$ cat config.mk
export PLATFORM = sky130hd
export DESIGN_NAME = lmb_back
export DESIGN_NICKNAME = d
export VERILOG_FILES = /design/src/rtl/lmb_pkg.sv /design/src/rtl/lmb_back.sv
export SDC_FILE = /design/constraint.sdc
export NUM_CORES = 1
export LEC_CHECK = 0
export ABC_CLOCK_PERIOD_IN_PS = 8400
export BUFFER_PORTS_ARGS = -buffer_cell sky130_fd_sc_hd__buf_2
export CORE_ASPECT_RATIO = 0.6
export CORE_UTILIZATION = 50
export DETAILED_ROUTE_END_ITERATION = 12
export GPL_ROUTABILITY_DRIVEN = 0
export PLACE_DENSITY = 0.67
export SETUP_SLACK_MARGIN = 0.1
export SLEW_MARGIN = 20
export SYNTH_ARGS = -nofsm -noshare
export SYNTH_HDL_FRONTEND = slang
export SYNTH_SLANG_ARGS = --single-unit
$ cat constraint.sdc
create_clock -name clk -period 8.4 [get_ports clk]
set_input_delay 1.26 -clock clk [delete_from_list [all_inputs] [get_ports clk]]
set_output_delay 1.26 -clock clk [all_outputs]
set_load 0.005 [all_outputs]
$ cat src/rtl/lmb_pkg.sv
package lmb_pkg;

  // Default sizing of the frame and window storage.
  localparam int DEF_MAX_WIDTH       = 1024;
  localparam int DEF_MAX_HEIGHT      = 1024;
  localparam int DEF_MAX_HALF_WINDOW = 15;

  // Fixed field widths.
  localparam int PIX_W     = 8;
  localparam int COORD_W   = 10;
  localparam int DIM_W     = 11;
  localparam int THR_W     = 8;
  localparam int HWIN_W    = 4;
  localparam int CFG_IDX_W = 2;
  localparam int CFG_DAT_W = 11;

  // Register values after reset.
  localparam logic [DIM_W-1:0]  RST_IMAGE_WIDTH  = DIM_W'(640);
  localparam logic [DIM_W-1:0]  RST_IMAGE_HEIGHT = DIM_W'(480);
  localparam logic [THR_W-1:0]  RST_THRESHOLD    = THR_W'(26);
  localparam logic [HWIN_W-1:0] RST_HALF_WINDOW  = HWIN_W'(10);

  typedef enum logic [CFG_IDX_W-1:0] {
    REG_IMAGE_WIDTH  = 2'd0,
    REG_IMAGE_HEIGHT = 2'd1,
    REG_THRESHOLD    = 2'd2,
    REG_HALF_WINDOW  = 2'd3
  } cfg_idx_t;

  typedef enum logic {
    F_IDLE,
    F_DIV
  } front_state_t;

  typedef enum logic [2:0] {
    B_IDLE,
    B_SETUP,
    B_CNT,
    B_SWEEP,
    B_DRAIN,
    B_MUL,
    B_OUT
  } back_state_t;

  // Status from the back part to the front part.
  typedef struct packed {
    logic take;       // job register is taken this cycle
    logic done_pend;  // the job at work closes a frame
  } lmb_bstat_t;

endpackage

$ cat src/rtl/lmb_back.sv
module lmb_back #(
  parameter int MAX_WIDTH       = lmb_pkg::DEF_MAX_WIDTH,
  parameter int MAX_HEIGHT      = lmb_pkg::DEF_MAX_HEIGHT,
  parameter int MAX_HALF_WINDOW = lmb_pkg::DEF_MAX_HALF_WINDOW,
  localparam int X_W    = $clog2(MAX_WIDTH),
  localparam int Y_W    = $clog2(MAX_HEIGHT),
  localparam int CW     = $clog2(MAX_WIDTH + 1),
  localparam int HTW    = $clog2(MAX_HEIGHT + 1),
  localparam int HW     = $clog2(MAX_HALF_WINDOW + 1),
  localparam int RING_W = $clog2(2 * MAX_HALF_WINDOW + 2),
  localparam int AW     = RING_W + X_W
) (
  input  logic                        clk,
  input  logic                        rst_n,
  input  logic                        job_vld,
  input  logic [X_W-1:0]              job_ox,
  input  logic [Y_W-1:0]              job_oy,
  input  logic                        job_done,
  output lmb_pkg::lmb_bstat_t         bstat,
  input  logic [CW-1:0]               w,
  input  logic [HTW-1:0]              ht,
  input  logic [HW-1:0]               h,
  input  logic [lmb_pkg::THR_W-1:0]   thr,
  output logic                        rd_en,
  output logic [AW-1:0]               rd_addr,
  input  logic [lmb_pkg::PIX_W-1:0]   rd_data,
  input  logic                        pop,
  output logic                        out_vld,
  output logic [lmb_pkg::COORD_W-1:0] out_x,
  output logic [lmb_pkg::COORD_W-1:0] out_y,
  output logic                        out_white,
  output logic                        out_done
);

  localparam int WIN   = 2 * MAX_HALF_WINDOW + 1;
  localparam int SIDEW = $clog2(WIN + 1);
  localparam int CNTW  = $clog2(WIN * WIN + 1);
  localparam int SW    = lmb_pkg::PIX_W + CNTW;
  localparam int LW    = lmb_pkg::PIX_W + CNTW;
  localparam int RHW   = SW + lmb_pkg::THR_W + 1;
  localparam int CMPW  = RHW;

  lmb_pkg::back_state_t state_r, state_nxt;
  logic [X_W-1:0]  ox_r, ox_nxt, x0_r, x0_nxt, x1_r, x1_nxt, sx_r, sx_nxt;
  logic [Y_W-1:0]  oy_r, oy_nxt, y0_r, y0_nxt, y1_r, y1_nxt, sy_r, sy_nxt;
  logic            done_r, done_nxt;
  logic [CNTW-1:0] cnt_r, cnt_nxt;
  logic [SW-1:0]   sum_r, sum_nxt;
  logic [lmb_pkg::PIX_W-1:0] ctr_r, ctr_nxt;
  logic            rv_r, rv_nxt, rc_r, rc_nxt;
  logic [LW-1:0]   lhs_r, lhs_nxt;
  logic [RHW-1:0]  rhs_r, rhs_nxt;
  logic            out_vld_r, out_vld_nxt;
  logic [lmb_pkg::COORD_W-1:0] out_x_r, out_x_nxt, out_y_r, out_y_nxt;
  logic            out_white_r, out_white_nxt, out_done_r, out_done_nxt;

  logic [X_W:0]    ox_e, hx, wx, xs;
  logic [Y_W:0]    oy_e, hy, hty, ys;
  logic [SIDEW-1:0] dx, dy;
  logic [2*SIDEW-1:0] cnt_mul;
  logic [Y_W+RING_W-1:0] sy_ext;
  logic [X_W+lmb_pkg::COORD_W-1:0] ox_ext;
  logic [Y_W+lmb_pkg::COORD_W-1:0] oy_ext;
  logic [CMPW-1:0] lhs_cmp, rhs_cmp;
  logic            take;

  always_comb begin
    ox_e    = {1'b0, ox_r};
    oy_e    = {1'b0, oy_r};
    hx      = (X_W + 1)'(h);
    hy      = (Y_W + 1)'(h);
    wx      = (X_W + 1)'(w);
    hty     = (Y_W + 1)'(ht);
    xs      = ox_e + hx;
    ys      = oy_e + hy;
    dx      = SIDEW'(x1_r - x0_r) + SIDEW'(1);
    dy      = SIDEW'(y1_r - y0_r) + SIDEW'(1);
    cnt_mul = dx * dy;
    sy_ext  = {{RING_W{1'b0}}, sy_r};
    ox_ext  = {{lmb_pkg::COORD_W{1'b0}}, ox_r};
    oy_ext  = {{lmb_pkg::COORD_W{1'b0}}, oy_r};
    lhs_cmp = CMPW'({lhs_r, 8'd0});
    rhs_cmp = CMPW'(rhs_r);
  end

  assign take    = (state_r == lmb_pkg::B_IDLE) && job_vld;
  assign rd_en   = (state_r == lmb_pkg::B_SWEEP);
  assign rd_addr = {sy_ext[RING_W-1:0], sx_r};

  always_comb begin
    state_nxt     = state_r;
    ox_nxt        = ox_r;
    oy_nxt        = oy_r;
    done_nxt      = done_r;
    x0_nxt        = x0_r;
    x1_nxt        = x1_r;
    y0_nxt        = y0_r;
    y1_nxt        = y1_r;
    sx_nxt        = sx_r;
    sy_nxt        = sy_r;
    cnt_nxt       = cnt_r;
    sum_nxt       = sum_r;
    ctr_nxt       = ctr_r;
    rv_nxt        = 1'b0;
    rc_nxt        = 1'b0;
    lhs_nxt       = lhs_r;
    rhs_nxt       = rhs_r;
    out_vld_nxt   = out_vld_r;
    out_x_nxt     = out_x_r;
    out_y_nxt     = out_y_r;
    out_white_nxt = out_white_r;
    out_done_nxt  = out_done_r;

    if (pop && out_vld_r) begin
      out_vld_nxt = 1'b0;
    end
    // Read data lands in the cycle after the address.
    if (rv_r) begin
      sum_nxt = sum_r + SW'(rd_data);
      if (rc_r) begin
        ctr_nxt = rd_data;
      end
    end

    case (state_r)
      lmb_pkg::B_IDLE: begin
        if (job_vld) begin
          ox_nxt    = job_ox;
          oy_nxt    = job_oy;
          done_nxt  = job_done;
          state_nxt = lmb_pkg::B_SETUP;
        end
      end
      lmb_pkg::B_SETUP: begin
        x0_nxt    = (ox_e >= hx) ? X_W'(ox_e - hx) : '0;
        y0_nxt    = (oy_e >= hy) ? Y_W'(oy_e - hy) : '0;
        x1_nxt    = (xs < wx) ? X_W'(xs) : X_W'(wx - 1'b1);
        y1_nxt    = (ys < hty) ? Y_W'(ys) : Y_W'(hty - 1'b1);
        state_nxt = lmb_pkg::B_CNT;
      end
      lmb_pkg::B_CNT: begin
        cnt_nxt   = CNTW'(cnt_mul);
        sum_nxt   = '0;
        sx_nxt    = x0_r;
        sy_nxt    = y0_r;
        state_nxt = lmb_pkg::B_SWEEP;
      end
      lmb_pkg::B_SWEEP: begin
        rv_nxt = 1'b1;
        rc_nxt = (sx_r == ox_r) && (sy_r == oy_r);
        if (sx_r == x1_r) begin
          sx_nxt = x0_r;
          if (sy_r == y1_r) begin
            state_nxt = lmb_pkg::B_DRAIN;
          end else begin
            sy_nxt = sy_r + 1'b1;
          end
        end else begin
          sx_nxt = sx_r + 1'b1;
        end
      end
      lmb_pkg::B_DRAIN: begin
        state_nxt = lmb_pkg::B_MUL;
      end
      lmb_pkg::B_MUL: begin
        lhs_nxt   = LW'(ctr_r) * LW'(cnt_r);
        rhs_nxt   = RHW'(sum_r) * RHW'(9'd256 - {1'b0, thr});
        state_nxt = lmb_pkg::B_OUT;
      end
      lmb_pkg::B_OUT: begin
        if (!out_vld_r || pop) begin
          out_vld_nxt   = 1'b1;
          out_x_nxt     = ox_ext[lmb_pkg::COORD_W-1:0];
          out_y_nxt     = oy_ext[lmb_pkg::COORD_W-1:0];
          out_white_nxt = (lhs_cmp >= rhs_cmp);
          out_done_nxt  = done_r;
          state_nxt     = lmb_pkg::B_IDLE;
        end
      end
      default: begin
        state_nxt = lmb_pkg::B_IDLE;
      end
    endcase
  end

  always_ff @(posedge clk) begin
    if (!rst_n) begin
      state_r   <= lmb_pkg::B_IDLE;
      rv_r      <= 1'b0;
      out_vld_r <= 1'b0;
    end else begin
      state_r   <= state_nxt;
      rv_r      <= rv_nxt;
      out_vld_r <= out_vld_nxt;
    end
    ox_r        <= ox_nxt;
    oy_r        <= oy_nxt;
    done_r      <= done_nxt;
    x0_r        <= x0_nxt;
    x1_r        <= x1_nxt;
    y0_r        <= y0_nxt;
    y1_r        <= y1_nxt;
    sx_r        <= sx_nxt;
    sy_r        <= sy_nxt;
    cnt_r       <= cnt_nxt;
    sum_r       <= sum_nxt;
    ctr_r       <= ctr_nxt;
    rc_r        <= rc_nxt;
    lhs_r       <= lhs_nxt;
    rhs_r       <= rhs_nxt;
    out_x_r     <= out_x_nxt;
    out_y_r     <= out_y_nxt;
    out_white_r <= out_white_nxt;
    out_done_r  <= out_done_nxt;
  end

  assign bstat.take      = take;
  assign bstat.done_pend = (state_r != lmb_pkg::B_IDLE) && done_r;
  assign out_vld         = out_vld_r;
  assign out_x           = out_x_r;
  assign out_y           = out_y_r;
  assign out_white       = out_white_r;
  assign out_done        = out_done_r;

endmodule

======== After elaboration in Yosys (flattened, before gate mapping) ========
Index checks and enable logic that the tools add are counted.
W data, S select, Z words.
word-level totals
  bits in registers ....................... 190
  output and inout port bits .............. 41
  word-level logic and storage cells ...... 89
operators by class
  add/subtract/negate cells ............... 14
  multiply operators ...................... 3
  $lt $le $gt $ge ......................... 5
  eq/ne operators ......................... 15
  multiplexer cells ....................... 16
  reduce and logical (&&, ||, !) cells .... 14
operator list
  cell                     count
  $mux W10                 5
  $eq A10 B10 Y1           4
  $pmux W10 S2             2
  $ge A26 B27 Y1           1
  $mul A19 B10 Y27         1
  $add A10 B4 Y11          2
  $lt A11 B11 Y1           2
  $pmux W3 S7              1
  $add A10 B1 Y10 const B  2
  $ge A10 B4 Y1            2
  $sub A10 B1 Y10 const B  2
  $sub A10 B4 Y10          2
  $add A18 B8 Y18          1
  $mul A8 B10 Y18          1
  $mux W3                  4
  $add A5 B1 Y5 const B    2
  $mul A5 B5 Y10           1
  $sub A5 B5 Y5            2
  $sub A9 B8 Y10 const A   1
  $eq A3 B3 Y1 const B     3
  $eq A3 B2 Y1 const B     2
  $ne A2 B2 Y1 const B     3
  $reduce_and A2 Y1        3
  $logic_and A1 B1 Y1      4
  other kinds (10)         14

======== Depth between registers and ports, before layout ========
Gate-level depths: netlist (run 1).
  depth in word-level cells ............... 4
  gate-level depth with buffers ........... 26
  mapped depth without buffers ............ 23

======== Worst setup path after synthesis (run 1) ========
Ideal clock, no wire load.
  path kind ............................... input to register
  from .................................... input thr[0] (netlist name)
  to ...................................... register rhs_r[21] (netlist: rhs_cmp[21]) (data pin)
  arrival ................................. 6.723 ns
  required time ........................... 8.134 ns
  setup slack ............................. 1.411 ns
  stages on the path ...................... 22
  path buffers ............................ 2
  cell sequence ........................... clkbuf_1 -> inv_1 -> ha_1 -> xnor2_1 -> clkbuf_1 -> nand2_1 -> fa_1 -> inv_1 -> fa_1 -> fa_1 -> fa_1 -> inv_1 -> fa_1 -> inv_1 -> ha_1 -> and3_1 -> a22oi_4 -> nand3b_1 -> a21oi_1 -> o21a_1 -> o21bai_1 -> xor2_1
on the way
  longest elaborated chain between the ends .. 2
ends and longest elaborated chain
  element                 line             RTL
  start: declaration      lmb_back.sv:23   input logic [lmb_pkg::THR_W-1:0] thr,
  $sub A9 B8 Y10          lmb_back.sv:167  rhs_nxt = RHW'(sum_r) * RHW'(9'd256 - {1'b0, thr});
  $mul A19 B10 Y27        lmb_back.sv:167
  end signal: assignment  lmb_back.sv:210  rhs_r <= rhs_nxt;
  end: declaration        lmb_back.sv:52   logic [RHW-1:0] rhs_r, rhs_nxt;
No other way between the ends.
A chain may end at the register's enable or synchronous reset.

======== Final worst setup path (run 1) ========
Same ends and word-level chain as after synthesis.

==> results of run 1 <==
[metrics by stage]
step	total power, W	cell area (µm²)	setup slack, ps
finish	0.00540	20800	1420
global route	0.00595	20800	1090
CTS	0.00542	20800	1470
detailed placement	0.00454	20200	1000
global placement	0.00447	20200	986
floorplan	0.00380	19200	1410
[cells by family (layout without fill, tap and decap cells)]
kind of cell	Yosys count	count (layout)	share of synthesized area
compound gates	241	241	0.0835
xor+xnor	163	163	0.0743
fa+ha+maj	384	384	0.318
mux	28	28	0.0189
buf+inv	356	429	0.0722
flops	190	190	0.284
simple gates	545	545	0.149
[state kept, by name, summed over array words and instances (netlist names), 3 cells and up]
register	flops
state_r	3
sum_r	18
y0_r	10
rhs_cmp	27
oy_r	10
sy_r	10
x0_r	10
x1_r	10
out_x	10
out_y	10
ctr_r	8
y1_r	10
cnt_r	10
ox_r	10
lhs_r	18
sx_r	10
[final timing paths]
check	slack (ps)	cells past startpoint	startpoint	to
worst min-delay path	490	0	done_r$_DFFE_PP_	out_done$_DFFE_PP_
worst min register to register	490	0	done_r$_DFFE_PP_	out_done$_DFFE_PP_
worst max-delay path	1420	22	thr[0]	rhs_cmp[21]$_DFFE_PP_
worst max register to register	2660	17	sum_r[8]$_SDFFE_PP0P_	rhs_cmp[21]$_DFFE_PP_
[metal layers]
metal	wire length, µm	GRT usage
met1	23300	0.390
met2	18200	0.331
met3	3140	0.0530
met5	0	0
met4	339	0.0428
[placed cells by master, fill, tap and decap left out, types with 19 or more instances in the layout]
master     netlist  final
a21oi_1         67     67
clkbuf_16        0     19
edfxtp_1       166    166
buf_2            4    107
o21ai_0         41     41
ha_1           210    210
fa_1           174    174
xnor2_1         93     92
nor3_1          31     30
and2_1         148    148
nand2_1        151    151
dfxtp_1         24     24
nor2_1          82     82
nand3_1         24     24
nand4_1         20     20
inv_1          277    277
xor2_1          70     70
a21o_1          34     34
[final cells by class]
class                      instances  share of cell area
multi-input combinational       1361               0.597
sequential                       190               0.263
inverter                         277              0.0501
tap                              513              0.0309
timing repair buffer             120              0.0305
clock buffer                      21              0.0238
clock inverter                    11             0.00458
[worst max-delay path: stages]
cell	delay (ps)
buf_2	140
buf_4	250
nor3_1	100
xnor2_1	560
buf_4	310
nand2_1	100
fa_1	590
inv_1	60
fa_1	520
fa_1	440
fa_1	540
inv_1	50
fa_1	530
inv_1	40
ha_1	350
and3_1	250
a22oi_4	270
nand3b_1	130
a21oi_1	240
o21a_1	200
o21bai_1	80
xor2_1	150
[power groups by stage]
stage               registers (W)  clock network [W]  logic (W)
global placement          0.00143                  0    0.00304
CTS                       0.00141           0.000828    0.00318
detailed placement        0.00143                  0    0.00310
finish                    0.00142           0.000816    0.00316
floorplan                 0.00135                  0    0.00245
global route              0.00143           0.000860    0.00366
==> run summary, run 1 <==
P_sw - 0.00230 W
register share of total power - 0.262
I/O pin count - 108
Max Cap Viol - 0
ys flop type - edfxtp_1
Fillers - 3296
Total Routing Usage GR - 0.243
die width - 255 µm
1st-iter DRT viols - 903
# rows - 55
layout cell share with drive strength beyond 1 - 0.107
arrival time at the worst endpoint - 7170 ps
TNS Setup - 0 ps
WHS - 491 ps
setup violators final - 0
n_diodes - 0
synth-to-layout area growth - 8.04%
Worst Max-Slew Pin Slew - 1020 ps
sequential share of the synthesized area - 0.284
first-pass GRT wire length - 73.5 mm
Residual DRC - 0
Die Span Y - 154 µm
initial antenna violation count - 0
RSZ-0062 raised after global routing - no
Slew HR - 0.323
Yosys cell types - 71
dpl hpwl - 36.1 mm
vias in the first global route - 13400
min Tclk post-route - 6980 ps
Sink Count - 190
Reg clk slew, reported paths - 70 ps
final setup skew - 12.7 ps
H-tree levels - 4
Final ANT Viol Nets - 0
CTS root buf - clkbuf_16
full die area - 0.0392 mm²
top cells by count, synth - inv_1 (277), ha_1 (210), fa_1 (174)
Logic pwr share - 0.586
worst skew pair latency - 450 ps
CP max FO - 18
Post-CTS Hold Buffers - 0
internal power - 0.00309 W
Fin. Hold Viols - 0
crit end category - flop
yosys warns - 0
EDFF count, synth - 166
FFs w/ async S/R, synth - 0
Setup crit start kind - input pin
peak supply drop - 0.000347 V
Synthesized Nets - 2358
Clock Power Share - 0.151
largest cells by area after synthesis - edfxtp_1 (26%), fa_1 (18%), ha_1 (14%)
Crit path required time - 8590 ps
# Post-CTS Setup Buffers - 0
final core occ - 0.549
Leakage - 9.78 nW
Synth Register Bits - 190
pwr/cell area - 260 mW/mm²
Setup CP Type - input pin to flop
top cell type's share of synthesized area - 0.259
FF+latch area - 0.00547 mm²
Post-Route WL - 45.1 mm
vias per cell - 5.37
post-synthesis cell count - 1907
Initial Utilization - 0.508
Final Non-Filler Cells - 2493
Sw Ratio - 0.427
area of the mapped netlist - 0.0192 mm²
most frequent cell after synthesis - inv_1
CTS-repair resized insts - 0
first-pass iteration count of the detailed router - 5
Avg Inst Size Synth - 10.1 µm²
total gr overflow - 0
WL/cell - 18.1 µm
Max Fclk - 143 MHz
Pins Over Slew Limit - 0
nets - 2418
Multi-input gate area - 0.0124 mm²
status - completed
via count - 13400
deepest clock path buffer count - 2
CTS tree - yes
worst min path class - flop to flop
Synth area leader - edfxtp_1
largest net degree at the start of global routing - 46
core region area - 0.0378 mm²
number of CTS-inserted buffers - 17
# port buffers - 107
Inst Count DP - 2461
final critical-path share of the clock period - 0.831
Note: power is estimated with default switching activity, not from simulation.
==> run 2: changes to the inputs <==
--- a/config.mk
+++ b/config.mk
@@ -5,7 +5,7 @@
 export SDC_FILE = /design/constraint.sdc
 export NUM_CORES = 1
 export LEC_CHECK = 0
-export ABC_CLOCK_PERIOD_IN_PS = 8400
+export ABC_CLOCK_PERIOD_IN_PS = 7200
 export BUFFER_PORTS_ARGS = -buffer_cell sky130_fd_sc_hd__buf_2
 export CORE_ASPECT_RATIO = 0.6
 export CORE_UTILIZATION = 50
==> constraint.sdc (replaced) <==
create_clock -name clk -period 7.2 [get_ports clk]
set_input_delay 1.08 -clock clk [delete_from_list [all_inputs] [get_ports clk]]
set_output_delay 1.08 -clock clk [all_outputs]
set_load 0.005 [all_outputs]
==> run 2 against run 1 <==
Net effect: sequential power up 16%; final cell count up 0.32%; combinational power up 17%; critical path type unchanged; register-to-register slack worse by 1000 ps; first-iteration DRC count up 19%.
==> run summary, run 2 (same netlist as run 1, synthesis figures left out) <==
1st-iter DRT viols - 1075 (was 903)
largest net degree at the start of global routing - 46 (unchanged)
nets - 2425 (was 2418)
first-pass iteration count of the detailed router - 7 (was 5)
total gr overflow - 0 (unchanged)
FF+latch area - 0.00547 mm² (unchanged)
DP Worst Slack - -168 ps (was 1000 ps)
Die Span Y - 154 µm (unchanged)
CP max FO - 13 (was 18)
WHS - 440 ps (was 491 ps)
Residual DRC - 0 (unchanged)
Multi-input gate area - 0.0124 mm² (about the same)
WHS Endpoint - out_done$_DFFE_PP_ (unchanged)
routed wl met2 - 18.0 mm (was 18.2 mm)
met3 wire len - 2.56 mm (was 3.14 mm)
flip-flop count of the largest register after layout - 27 (unchanged)
RSZ-0062 raised after global routing - no (unchanged)
worst skew pair latency - 450 ps (about the same)
final setup skew - 12.2 ps (was 12.7 ps)
via count - 13300 (was 13400)
first-pass GRT wire length - 72.8 mm (was 73.5 mm)
full die area - 0.0392 mm² (unchanged)
Worst Hold Depth - 0 (unchanged)
Worst Max-Slew Pin Slew - 1020 ps (about the same)
Setup CP Type - input pin to flop (unchanged)
Fin. Hold Viols - 0 (unchanged)
final core occ - 0.552 (was 0.549)
die width - 255 µm (unchanged)
Initial Utilization - 0.508 (unchanged)
Inst Count DP - 2468 (was 2461)
total power - 0.00638 W (was 0.00540 W)
# Post-CTS Setup Buffers - 0 (unchanged)
H-tree levels - 4 (unchanged)
CTS root buf - clkbuf_16 (unchanged)
Leakage - 9.84 nW (was 9.78 nW)
Setup crit start kind - input pin (unchanged)
number of CTS-inserted buffers - 17 (unchanged)
reg-to-reg slack, setup - 1660 ps (was 2660 ps)
initial antenna violation count - 1 (was 0)
final critical-path share of the clock period - 0.928
status - completed (unchanged)
dpl hpwl - 35.9 mm (was 36.1 mm)
Crit path required time - 7390 ps (was 8590 ps)
RR Endpoint - rhs_cmp[21]$_DFFE_PP_ (unchanged)
crit end category - flop (unchanged)
WL/cell - 17.8 µm (was 18.1 µm)
Post-Route WL - 44.4 mm (was 45.1 mm)
worst min path class - flop to flop (unchanged)
commonest non-fill, non-tap cell in the layout - inv_1 (unchanged)
max layer used - met4 (unchanged)
Slew HR - 0.317 (was 0.323)
fin worst setup slack - 518 ps (was 1420 ps)
Fillers - 3277 (was 3296)
# port buffers - 107 (unchanged)
vias in the first global route - 13400 (about the same)
r2r startpoint - sum_r[7]$_SDFFE_PP0P_ (was sum_r[8]$_SDFFE_PP0P_)
min-delay src - done_r$_DFFE_PP_ (unchanged)
Max Cap Viol - 0 (unchanged)
setup violators final - 0 (unchanged)
most frequent cells in the layout - inv_1 (277), ha_1 (210), fa_1 (174) (unchanged)
Max Fclk - 150 MHz
worst r2r path cells - 17 (unchanged)
arrival time at the worst endpoint - 6870 ps (was 7170 ps)
Reg clk slew, reported paths - 70 ps (about the same)
CTS tree - yes (unchanged)
Final ANT Viol Nets - 0 (unchanged)
Final Non-Filler Cells - 2501 (was 2493)
# rows - 55 (unchanged)
deepest clock path buffer count - 2 (unchanged)
min Tclk post-route - 6680 ps
layout cell share with drive strength beyond 1 - 0.111 (was 0.107)
core region area - 0.0378 mm² (unchanged)
pwr/cell area - 306 mW/mm² (was 260 mW/mm²)
Sink Count - 190 (unchanged)
peak supply drop - 0.000346 V (was 0.000347 V)
I/O pin count - 108 (unchanged)
Pins Over Slew Limit - 0 (unchanged)
vias per cell - 5.34 (was 5.37)
Total Routing Usage GR - 0.239 (was 0.243)
synth-to-layout area growth - 8.62% (was 8.04%)
DRT met1 WL - 23.5 mm (was 23.3 mm)
-- run 2: how the worst max path moves through the flow --
stage	from	end	slack, ps	cells past startpoint
final	thr[5]	rhs_cmp[21]$_DFFE_PP_	520	20
after global routing	thr[0]	rhs_cmp[26]$_DFFE_PP_	200	23
after CTS	thr[0]	rhs_cmp[26]$_DFFE_PP_	320	23
after detailed placement	thr[0]	rhs_cmp[26]$_DFFE_PP_	-170	23
after global placement	thr[0]	rhs_cmp[21]$_DFFE_PP_	-10	22
after floorplan	thr[0]	rhs_cmp[21]$_DFFE_PP_	390	22
-- run 2: metrics by stage --
stage          setup TNS [ps]  instance area (µm²)
6_report                    0                20900
5_1_grt                     0                20900
4_1_cts                     0                20900
3_5_place_dp             -707                20200
3_3_place_gp            -18.0                20200
2_1_floorplan               0                19200
-- run 2: layout make-up --
cell class | instances | area share
flip-flops and latches | 190 | 0.262
clock buffers | 17 | 0.0204
diodes | 1 | 0.000120
inverters | 277 | 0.0498
clock inverters | 15 | 0.0101
repair buffers | 127 | 0.0329
well taps | 513 | 0.0308
multi-input cells | 1361 | 0.594
-- run 2: repair_timing --
action / in CTS / in global routing
endpoints found under the setup margin: 0 / 10
hold endpoints to repair: 0 / 0
gates resized for setup: 0 / 1
hold buffers: 0 / 0
-- run 2: per-layer routing --
metal	vias up	GRT usage
met5	-	0
met4	0	0.0496
met3	19	0.0349
met2	376	0.328
met1	6518	0.390
li1	6430	-
-- run 2: power by group --
part | internal, W | total, W | switching (W)
registers | 0.00149 | 0.00165 | 0.000160
logic | 0.00162 | 0.00371 | 0.00208
clock network | 0.000537 | 0.00102 | 0.000487
total | 0.00365 | 0.00638 | 0.00273
-- run 2: worst max-delay path, stage by stage --
cell and delay (ps):
buf_2 120, or4_4 580, nor2_1 200, xnor2_2 230, and2_1 250, fa_1 560
fa_1 450, fa_1 520, fa_1 540, inv_1 50, fa_1 520, inv_1 40
ha_1 360, and3_1 250, a22oi_4 280, nand3b_1 140, a21oi_1 240, o21a_1 190
o21bai_1 90, xor2_1 150
==> run 3: changes to the inputs <==
--- a/config.mk
+++ b/config.mk
@@ -11,7 +11,7 @@
 export CORE_UTILIZATION = 50
 export DETAILED_ROUTE_END_ITERATION = 12
 export GPL_ROUTABILITY_DRIVEN = 0
-export PLACE_DENSITY = 0.67
+export PLACE_DENSITY_LB_ADDON = 0.1
 export SETUP_SLACK_MARGIN = 0.1
 export SLEW_MARGIN = 20
 export SYNTH_ARGS = -nofsm -noshare
==> run 3 against run 2 <==
Net effect: clock skew decreased by 3.2 ps; final area shrank 0.39%; critical path type unchanged; sequential share of layout area is 0.10 points higher; global-route usage rose by 0.12 points; highest routed layer unchanged; final cell count barely moved; count of clock-buffer cells in the layout is the same; clock power decreased by 9%; combinational power about the same; die area unchanged.
==> run summary, run 3 (same netlist as run 1, synthesis figures left out) <==
Post-CTS Hold Buffers - 0 (unchanged)
most frequent cells in the layout - inv_1 (277), ha_1 (210), fa_1 (174) (unchanged)
Logic pwr share - 0.590 (was 0.581)
worst skew pair latency - 450 ps (about the same)
deepest clock path buffer count - 2 (unchanged)
Slew HR - 0.260 (was 0.317)
final setup skew - 8.98 ps (was 12.2 ps)
die width - 255 µm (unchanged)
# Post-CTS Setup Buffers - 0 (unchanged)
Worst Hold Depth - 0 (unchanged)
CTS tree - yes (unchanged)
total power - 0.00629 W (was 0.00638 W)
initial antenna violation count - 4 (was 1)
pwr/cell area - 303 mW/mm² (was 306 mW/mm²)
internal power - 0.00358 W (was 0.00365 W)
Residual DRC - 0 (unchanged)
Sw Ratio - 0.430 (was 0.428)
Leakage - 9.80 nW (was 9.84 nW)
vias in the first global route - 13000 (was 13400)
status - completed (unchanged)
Final ANT Viol Nets - 0 (unchanged)
setup violators final - 0 (unchanged)
arrival time at the worst endpoint - 7040 ps (was 6870 ps)
CP max FO - 10 (was 13)
Final Non-Filler Cells - 2503 (was 2501)
first-pass iteration count of the detailed router - 5 (was 7)
total gr overflow - 0 (unchanged)
RSZ-0062 raised after global routing - no (unchanged)
# port buffers - 107 (unchanged)
crit end category - flop (unchanged)
CTS root buf - clkbuf_16 (unchanged)
min Tclk post-route - 6850 ps (was 6680 ps)
Sink Count - 190 (unchanged)
Initial Utilization - 0.508 (unchanged)
number of CTS-inserted buffers - 17 (unchanged)
full die area - 0.0392 mm² (unchanged)
final critical-path share of the clock period - 0.951 (was 0.928)
Setup crit start kind - input pin (unchanged)
1st-iter DRT viols - 1008 (was 1075)
Clock Power Share - 0.147 (was 0.160)
Post-Route WL - 44.8 mm (was 44.4 mm)
commonest non-fill, non-tap cell in the layout - inv_1 (unchanged)
largest net degree at the start of global routing - 46 (unchanged)
H-tree levels - 4 (unchanged)
core region area - 0.0378 mm² (unchanged)
first-pass GRT wire length - 72.5 mm (was 72.8 mm)
layout cell share with drive strength beyond 1 - 0.110 (was 0.111)
synth-to-layout area growth - 8.20% (was 8.62%)
Die Span Y - 154 µm (unchanged)
Crit path required time - 7390 ps (about the same)
I/O pin count - 108 (unchanged)
Reg clk slew, reported paths - 70 ps (about the same)
worst r2r path cells - 17 (unchanged)
TNS Setup - 0 ps (unchanged)
Fin. Hold Viols - 0 (unchanged)
Max Fclk - 146 MHz (was 150 MHz)
peak supply drop - 0.000301 V (was 0.000346 V)
register share of total power - 0.263 (was 0.259)
P_sw - 0.00271 W (was 0.00273 W)
reg-to-reg slack, setup - 1600 ps (was 1660 ps)
Pins Over Slew Limit - 0 (unchanged)
nets - 2424 (was 2425)
dpl hpwl - 36.4 mm (was 35.9 mm)
Inst Count DP - 2467 (was 2468)
CTS-repair resized insts - 0 (unchanged)
Max Cap Viol - 0 (unchanged)
worst min path class - flop to flop (unchanged)
flip-flop count of the largest register after layout - 27 (unchanged)
Fillers - 3364 (was 3277)
vias per cell - 5.32 (was 5.34)
WHS - 461 ps (was 440 ps)
Setup CP Type - input pin to flop (unchanged)
via count - 13300 (about the same)
WL/cell - 17.9 µm (was 17.8 µm)
Worst Max-Slew Pin Slew - 1100 ps (was 1020 ps)
# rows - 55 (unchanged)
Total Routing Usage GR - 0.240 (was 0.239)
[run 3: cell types whose count changed in the layout (fill, tap and decap cells not counted), moves of 3 or more]
cell,delta
inv_6,-4
clkinv_4,+3
clkinv_8,-3
diode_2,+3
inv_8,+3
[run 3: power by group through the flow]
stage | Clock [W] | Sequential [W] | Combinational, W
floorplan | 0 | 0.00157 | 0.00286
global placement | 0 | 0.00167 | 0.00361
detailed placement | 0 | 0.00167 | 0.00365
CTS | 0.000945 | 0.00165 | 0.00373
global route | 0.000988 | 0.00166 | 0.00429
finish | 0.000926 | 0.00165 | 0.00371
[run 3: routing by layer]
layer  vias up  global-route usage  share of wire
li1       6435                   -              -
met1      6538               0.408           0.56
met2       305               0.304           0.38
met3        39              0.0376          0.051
met4         0              0.0613          0.015
met5         -                   0              0
[run 3: layout make-up]
cell class / count / area, µm² / area share
clock buffers: 17 / 425 / 0.0205
well taps: 513 / 642 / 0.0309
clock inverters: 15 / 145 / 0.00698
diodes: 4 / 10.0 / 0.000482
flip-flops and latches: 190 / 5470 / 0.263
multi-input cells: 1361 / 12400 / 0.596
repair buffers: 126 / 678 / 0.0326
inverters: 277 / 1040 / 0.0500
[run 3: path summary, 6_finish.rpt]
check                                             from                     to
worst max-delay path                            thr[0]  rhs_cmp[24]$_DFFE_PP_
worst min-delay path                  done_r$_DFFE_PP_     out_done$_DFFE_PP_
worst max register to register  sum_r[14]$_SDFFE_PP0P_  rhs_cmp[24]$_DFFE_PP_
worst min register to register        done_r$_DFFE_PP_     out_done$_DFFE_PP_
[run 3: critical path: stages]
cell,delay (ps)
buf_2,150
inv_1,90
ha_1,240
inv_1,130
nor2_1,70
xnor2_1,610
buf_4,280
and2_1,160
fa_1,410
fa_1,480
fa_1,520
fa_1,550
inv_1,60
fa_1,520
inv_1,40
ha_1,300
a21o_1,160
a21o_1,170
a21oi_1,250
nor2b_1,110
o41ai_1,320
o31ai_1,150
xor2_1,160
[run 3: metrics by stage]
step           setup slack [ps]   util  area (µm²)
6_report                    351  0.550       20800
5_1_grt                     129  0.550       20800
4_1_cts                     456  0.550       20800
3_5_place_dp              -16.4  0.535       20200
3_3_place_gp                137  0.535       20200
2_1_floorplan               391      -       19200
